**config.mk**
```make
export PLATFORM = sky130hd
export DESIGN_NAME = gamepad_poll_frame_engine_top
export DESIGN_NICKNAME = d
export VERILOG_FILES = /design/src/rtl/gpfe_pkg.sv /design/src/rtl/gpfe_step.sv /design/src/rtl/gamepad_poll_frame_engine_top.sv
export SDC_FILE = /design/constraint.sdc
export NUM_CORES = 1
export LEC_CHECK = 0
export BUFFER_PORTS_ARGS = -buffer_cell sky130_fd_sc_hd__buf_2
export CAP_MARGIN = 10
export CORE_ASPECT_RATIO = 0.5
export CORE_UTILIZATION = 50
export DETAILED_ROUTE_END_ITERATION = 8
export PLACE_DENSITY = 0.74
export SLEW_MARGIN = 0
export SYNTH_ARGS = -nofsm -noshare
export SYNTH_HDL_FRONTEND = slang
export SYNTH_SLANG_ARGS = --single-unit
```
**constraint.sdc**
```tcl
create_clock -name clk -period 3.4 [get_ports clk]
set_input_delay 0.34 -clock clk [delete_from_list [all_inputs] [get_ports clk]]
set_output_delay 0.34 -clock clk [all_outputs]
set_load 0.05 [all_outputs]
```
**src/rtl/gpfe_pkg.sv**
```systemverilog
// Shared types, codes and frame command tables for the gamepad poll frame engine.
package gpfe_pkg;

	localparam int unsigned ByteW = 8;
	localparam int unsigned PosW  = 4;

	typedef enum logic {
		ACT_START = 1'b0,
		ACT_BYTE  = 1'b1
	} action_t;

	typedef enum logic [1:0] {
		KIND_POLL       = 2'd0,
		KIND_ENTER_CFG  = 2'd1,
		KIND_SET_ANALOG = 2'd2,
		KIND_EXIT_CFG   = 2'd3
	} frame_kind_t;

	localparam logic [ByteW-1:0] CMD_START   = 8'h01;
	localparam logic [ByteW-1:0] CMD_POLL    = 8'h42;
	localparam logic [ByteW-1:0] CMD_CONFIG  = 8'h43;
	localparam logic [ByteW-1:0] CMD_ANALOG  = 8'h44;
	localparam logic [ByteW-1:0] CMD_LOCK    = 8'h03;
	localparam logic [ByteW-1:0] CMD_PAD     = 8'h5A;
	localparam logic [ByteW-1:0] MODE_MASK   = 8'hF0;
	localparam logic [ByteW-1:0] MODE_ANALOG = 8'h70;

	localparam logic [PosW-1:0] POS_MODE  = 4'd1;
	localparam logic [PosW-1:0] POS_BTN1  = 4'd3;
	localparam logic [PosW-1:0] POS_BTN2  = 4'd4;
	localparam logic [PosW-1:0] POS_RX    = 4'd5;
	localparam logic [PosW-1:0] POS_RY    = 4'd6;
	localparam logic [PosW-1:0] POS_LX    = 4'd7;
	localparam logic [PosW-1:0] POS_LY    = 4'd8;

	// Engine state, carried between the state registers and the step logic
	typedef struct packed {
		logic              active;
		frame_kind_t       kind;
		logic [PosW-1:0]   pos;
		logic [ByteW-1:0]  mode;
		logic [ByteW-1:0]  btn_first;
		logic [ByteW-1:0]  btn_second;
		logic [ByteW-1:0]  rx;
		logic [ByteW-1:0]  ry;
		logic [ByteW-1:0]  lx;
		logic [ByteW-1:0]  ly;
	} eng_state_t;

	// Per-item flags that go into the result register
	typedef struct packed {
		logic [ByteW-1:0] tx;
		logic             select;
		logic             done;
		logic             stray;
	} step_res_t;

	function automatic logic [PosW-1:0] frame_len(input frame_kind_t kind);
		logic [PosW-1:0] len;
		len = (kind == KIND_ENTER_CFG) ? 4'd5 : 4'd9;
		return len;
	endfunction

	function automatic logic [ByteW-1:0] cmd_byte(input frame_kind_t kind,
			input logic [PosW-1:0] pos);
		logic [ByteW-1:0] b;
		b = '0;
		if (pos == 4'd0) begin
			b = CMD_START;
		end else if (pos == 4'd1) begin
			unique case (kind)
				KIND_POLL:       b = CMD_POLL;
				KIND_SET_ANALOG: b = CMD_ANALOG;
				default:         b = CMD_CONFIG;
			endcase
		end else begin
			unique case (kind)
				KIND_ENTER_CFG:  b = (pos == 4'd3) ? CMD_START : '0;
				KIND_SET_ANALOG: b = (pos == 4'd3) ? CMD_START :
					(pos == 4'd4) ? CMD_LOCK : '0;
				KIND_EXIT_CFG:   b = (pos >= 4'd4 && pos <= 4'd8) ? CMD_PAD : '0;
				default:         b = '0;
			endcase
		end
		return b;
	endfunction

endpackage

```
**src/rtl/gpfe_step.sv**
```systemverilog
// Next-state and result logic for one start or byte-report item.
module gpfe_step (
	input  gpfe_pkg::eng_state_t  cur,
	input  logic                  action,
	input  gpfe_pkg::frame_kind_t frame_kind,
	input  logic [7:0]            rx_byte,
	output gpfe_pkg::eng_state_t  nxt,
	output gpfe_pkg::step_res_t   res
);
	import gpfe_pkg::*;

	logic [PosW-1:0] pos_inc;
	logic            analog;

	assign pos_inc = cur.pos + 4'd1;
	assign analog  = (cur.mode & MODE_MASK) == MODE_ANALOG;

	always_comb begin
		nxt = cur;
		res = '0;
		unique case (action_t'(action))
			ACT_START: begin
				nxt.active = 1'b1;
				nxt.kind   = frame_kind;
				nxt.pos    = '0;
				res.tx     = CMD_START;
				res.select = 1'b1;
			end
			ACT_BYTE: begin
				if (!cur.active) begin
					res.stray = 1'b1;
				end else begin
					if (cur.kind == KIND_POLL) begin
						if (cur.pos == POS_MODE) begin
							nxt.mode = rx_byte;
						end else if (analog) begin
							case (cur.pos)
								POS_BTN1: nxt.btn_first  = rx_byte;
								POS_BTN2: nxt.btn_second = rx_byte;
								POS_RX:   nxt.rx         = rx_byte;
								POS_RY:   nxt.ry         = rx_byte;
								POS_LX:   nxt.lx         = rx_byte;
								POS_LY:   nxt.ly         = rx_byte;
								default:  ;
							endcase
						end
					end
					if (pos_inc >= frame_len(cur.kind)) begin
						nxt.active = 1'b0;
						nxt.pos    = '0;
						res.done   = 1'b1;
					end else begin
						nxt.pos    = pos_inc;
						res.tx     = cmd_byte(cur.kind, pos_inc);
						res.select = 1'b1;
					end
				end
			end
			default: ;
		endcase
	end

endmodule

```
**src/rtl/gamepad_poll_frame_engine_top.sv**
```systemverilog
// Top level of the gamepad poll frame engine: input register, step logic, result register.
//
// Usage:
//   Input channel (in_valid/in_ready): action 0 starts a frame of kind frame_kind
//   (poll, enter config, set analog, exit config); action 1 reports one byte
//   exchanged with the controller, with the byte received in rx_byte.
//   Output channel (out_valid/out_ready): one result per input transfer, carrying
//   the next command byte to send, select and end-of-frame flags, the latched
//   device mode and, for analog polls, the button and stick bytes.
// Pipeline and throughput:
//   An item is captured in the input register, then the step logic updates
//   the engine state and loads the result register once that register is free
//   or drains; out_valid rises when the result register is loaded. One item
//   per cycle is sustained while out_ready stays high; the step logic is
//   combinational between the state registers and sets that figure.
// Stall:
//   While out_ready is low the result holds; the input register still takes one
//   item, then in_ready drops until the result register frees.
// Reset:
//   arst_n clears both stage valids and the engine state: no frame active, all
//   latched bytes zero.
module gamepad_poll_frame_engine_top (
	input  logic       clk,
	input  logic       arst_n,
	input  logic       in_valid,
	output logic       in_ready,
	input  logic       action,
	input  logic [1:0] frame_kind,
	input  logic [7:0] rx_byte,
	output logic       out_valid,
	input  logic       out_ready,
	output logic [7:0] tx_byte,
	output logic       select_active,
	output logic       frame_done,
	output logic [7:0] mode_id,
	output logic       analog_ok,
	output logic [7:0] buttons_first,
	output logic [7:0] buttons_second,
	output logic [7:0] right_x,
	output logic [7:0] right_y,
	output logic [7:0] left_x,
	output logic [7:0] left_y,
	output logic       stray_byte
);
	import gpfe_pkg::*;

	// Input register
	logic        valid_s1;
	logic        action_s1;
	frame_kind_t kind_s1;
	logic [7:0]  rx_s1;

	// Result register and engine state
	logic        valid_s2;
	step_res_t   res_s2;
	eng_state_t  state_q;

	eng_state_t  state_nxt;
	step_res_t   res_nxt;
	logic        advance;

	// Move stage 1 into the result register whenever that register is free or drains
	assign advance  = !valid_s2 || out_ready;
	assign in_ready = !valid_s1 || advance;

	always_ff @(posedge clk or negedge arst_n) begin
		if (!arst_n) begin
			valid_s1 <= 1'b0;
		end else if (in_ready) begin
			valid_s1 <= in_valid;
		end
	end

	// Hold payload when nothing is transferred
	always_ff @(posedge clk) begin
		if (in_valid && in_ready) begin
			action_s1 <= action;
			kind_s1   <= frame_kind_t'(frame_kind);
			rx_s1     <= rx_byte;
		end
	end

	gpfe_step u_step (
		.cur        (state_q),
		.action     (action_s1),
		.frame_kind (kind_s1),
		.rx_byte    (rx_s1),
		.nxt        (state_nxt),
		.res        (res_nxt)
	);

	// Commit the engine state together with the result it belongs to
	always_ff @(posedge clk or negedge arst_n) begin
		if (!arst_n) begin
			valid_s2 <= 1'b0;
			state_q  <= '0;
		end else if (advance) begin
			valid_s2 <= valid_s1;
			if (valid_s1) begin
				state_q <= state_nxt;
			end
		end
	end

	always_ff @(posedge clk) begin
		if (advance && valid_s1) begin
			res_s2 <= res_nxt;
		end
	end

	// State only moves with the result register, so it always matches the shown result
	assign out_valid      = valid_s2;
	assign tx_byte        = res_s2.tx;
	assign select_active  = res_s2.select;
	assign frame_done     = res_s2.done;
	assign stray_byte     = res_s2.stray;
	assign mode_id        = state_q.mode;
	assign analog_ok      = (state_q.mode & MODE_MASK) == MODE_ANALOG;
	assign buttons_first  = state_q.btn_first;
	assign buttons_second = state_q.btn_second;
	assign right_x        = state_q.rx;
	assign right_y        = state_q.ry;
	assign left_x         = state_q.lx;
	assign left_y         = state_q.ly;

endmodule

```
==> impl_results.md <==
* # DRC at 0
* Pleak at between 2 and 2.5 nW
* Max-cap violation count at 0
* Pint at between 1.5 and 2 mW
* GRT overflow at 0
* Worst-path clk slew at about 60 ps
* Least-Margin Pin Slew at about 850 ps
* Initial Util at 0.533
* Starting DRT DRC Count at around 150
* Via count at 2361
* Vias in the first global route at ~2300
* CP startpoint kind: flip-flop
* Number of I/O port buffers at slightly above 80
* Status: finished, final reports clean
* Setup TNS at 0 ps
* CTS H-tree depth at 3
* Crit. End Element: flip-flop
* Final setup fails at 0
* Layout fillers at between 600 and 700
* DIE AREA at around 8400 sq um
* Cts bufs inserted at 9
* Core ar. at 7540 sq um
* Yosys cell types at 44
* Sequential Power Share at 0.448
* Worst-path fanout max at 16
* Register area at between 2000 and 2500 sq um
* Die W at 129 um
* Synth Cell Area at approximately 4000 sq um
* Largest net degree at the start of global routing at 39
* Seq/Total Area, Yosys at 0.547
* Layout area overhead at 8.22%
* Worst IR Drop VDD at approximately 0.00033 V
* Crit share post-route at 0.817
* Syn Inst Count at around 310
* Final Critical Period at between 2000 and 3000 ps
* Seq cells post-synth at 84
* Routed vias/inst at between 5 and 6
* Area leader, netlist: dfrtp_1
* Slew HR at 0.435
* Max clock buf depth at 2
* FMAX at approximately 360 MHz
* Critical Path AT at between 2000 and 3000 ps
* Final Hold Viols at 0
* Synth top area cells: dfrtp_1 40%, mux2_2 16%, edfxtp_1 14%, buf_4 11%, ha_1 2.2%
* Post-CTS Hold Fix Bufs at 0
* Critical setup path kind: flip-flop to flip-flop
* Async SR Flop Fraction at 0.774
* I/O Pins at between 80 and 90
* DR WL/cell at approximately 16 um
* Die Y at roughly 65 um
* Combinational Power Share at 0.232
* Post-CTS Repair Setup Buffers at 0
* EDFF count, synth at 19
* Antenna Violating Nets Remaining at 0
* Drt total wl at about 7.4 mm
* Routability cong. at between 0.8 and 0.9
* Initial antenna violation count at 0
* Area of the multi-input gates at between 1000 and 1500 sq um
* Slew Limit Fails at 0
* Clock power frac at 0.320
* Clock Sinks at 84
* # diodes at 0
* CTS tree: built
* Total GRT Usage at 0.191
* Cell Rows at 22
* Synth warnings at 0
* Area share of the largest cell type after synthesis at 0.405
* Main synth FF type: dfrtp_1
* Req. time, crit path at approximately 3600 ps
* Top cells by count, synth: 65 x dfrtp_1, 61 x buf_4, 57 x mux2_2
* Syn Area/Cell at 12.8 sq um
* Share of layout cells above drive strength 1 at 0.470
* CTS root buffer: clkbuf_16
* Clock skew at between 5 and 6 ps
* Net Sw Power at about 0.91 mW
* First-pass GRT wire length at roughly 12 mm
* Pwr/cell area at 626 nW/um^2
* Final #Nets at about 360
* CTS resizes at 0
* Finished Layout Cells at 453
* RSZ-0062 raised after global routing: no
* Inst Count DP at roughly 440
* Drt pass-1 iters at 4
* Clk Latency, worst-skew pair at around 330 ps
* Worst hold path class: primary input to asynchronous set/reset pin
* Net Sw Frac at 0.335
* HPWL after DPL at ~5.4 mm
* Most frequent cell after synthesis: dfrtp_1
[metal layers]
layer | share of wire | vias up | track usage
met5 | 0 | - | 0
met4 | 0.011 | 0 | 0.0750
met3 | 0.059 | 7 | 0.0611
met2 | 0.51 | 68 | 0.326
met1 | 0.42 | 1200 | 0.227
li1 | - | 1086 | -
[layout by cell type, fill, tap and decap left out, types with 3 or more instances in the layout]
| cell | n |
|---|---|
| buf_2 | 82 |
| dfrtp_1 | 65 |
| mux2_2 | 57 |
| edfxtp_1 | 19 |
| nand2_1 | 15 |
| nor2_1 | 9 |
| clkbuf_16 | 9 |
| inv_1 | 8 |
| nand2b_1 | 7 |
| o21ai_0 | 7 |
| ha_1 | 7 |
| a21oi_1 | 4 |
| a21o_1 | 3 |
| and3_1 | 3 |
| o31ai_1 | 3 |
| nand3_1 | 3 |
[worst max-delay path, cell delays in order (launching register included)]
cell and delay [ps]:
dfrtp_1 650, nand2_1 120, xor2_1 280, inv_1 80, ha_1 340, a21o_1 190
a31oi_1 350, nand3_1 170, a221o_1 280, a21oi_1 160
[per-stage QoR]
step / hold slack (ps) / worst slack, ps / total power, mW / instance area (sq um) / utilization
after floorplan: 44.4 / 952 / 1.77 / 4020 / -
after global placement: 440 / 865 / 1.85 / 4080 / 0.541
after detailed placement: 462 / 702 / 1.87 / 4080 / 0.541
after CTS: 135 / 673 / 2.75 / 4350 / 0.577
after global routing: 161 / 445 / 2.84 / 4350 / 0.577
final: 108 / 622 / 2.72 / 4350 / 0.577
[worst paths after layout]
path | startpoint | end | slack [ps] | cells past startpoint
worst max register to register | state_q[58] | tx_byte[1] | 620 | 9
worst min register to register | kind_s1[1] | state_q[61] | 450 | 2
max in group asynchronous | arst_n | left_x[6] | 2410 | 2
worst max-delay path | state_q[58] | tx_byte[1] | 620 | 9
worst min-delay path | arst_n | buttons_second[3] | 110 | 1
min in group clk | rx_byte[0] | rx_s1[0] | 180 | 1
[power by group through the flow]
stage	clock network [mW]	registers, mW	logic [mW]
3_3_place_gp	0	1.23	0.611
5_1_grt	0.938	1.23	0.673
3_5_place_dp	0	1.24	0.627
2_1_floorplan	0	1.27	0.501
4_1_cts	0.900	1.22	0.629
6_report	0.872	1.22	0.630
[cell families after synthesis]
family          after synthesis  share of synthesized area
buf+inv                      76                      0.130
fa+ha+maj                     7                     0.0218
compound gates               31                     0.0532
flops                        84                      0.547
xor+xnor                      2                    0.00436
simple gates                 55                     0.0828
mux                          57                      0.160
other cells                   1                   0.000933
[final cells by class]
class,instances,share of cell area
repair buffers,83,0.0961
clock buffers,10,0.0526
well taps,108,0.0311
multi-input cells,154,0.299
inverters,8,0.00690
clock inverters,6,0.00892
flip-flops and latches,84,0.505
[flip-flops by register name, indices dropped and copies added, names as in the netlist]
signal,cells
buttons_second,8
select_active,1
frame_done,1
left_y,8
state_q,7
buttons_first,8
right_y,8
tx_byte,5
rx_s1,8
right_x,8
out_valid,1
mode_id,8
kind_s1,2
left_x,8
valid_s1,1
action_s1,1
stray_byte,1
Power figures use the tool's default switching activity.
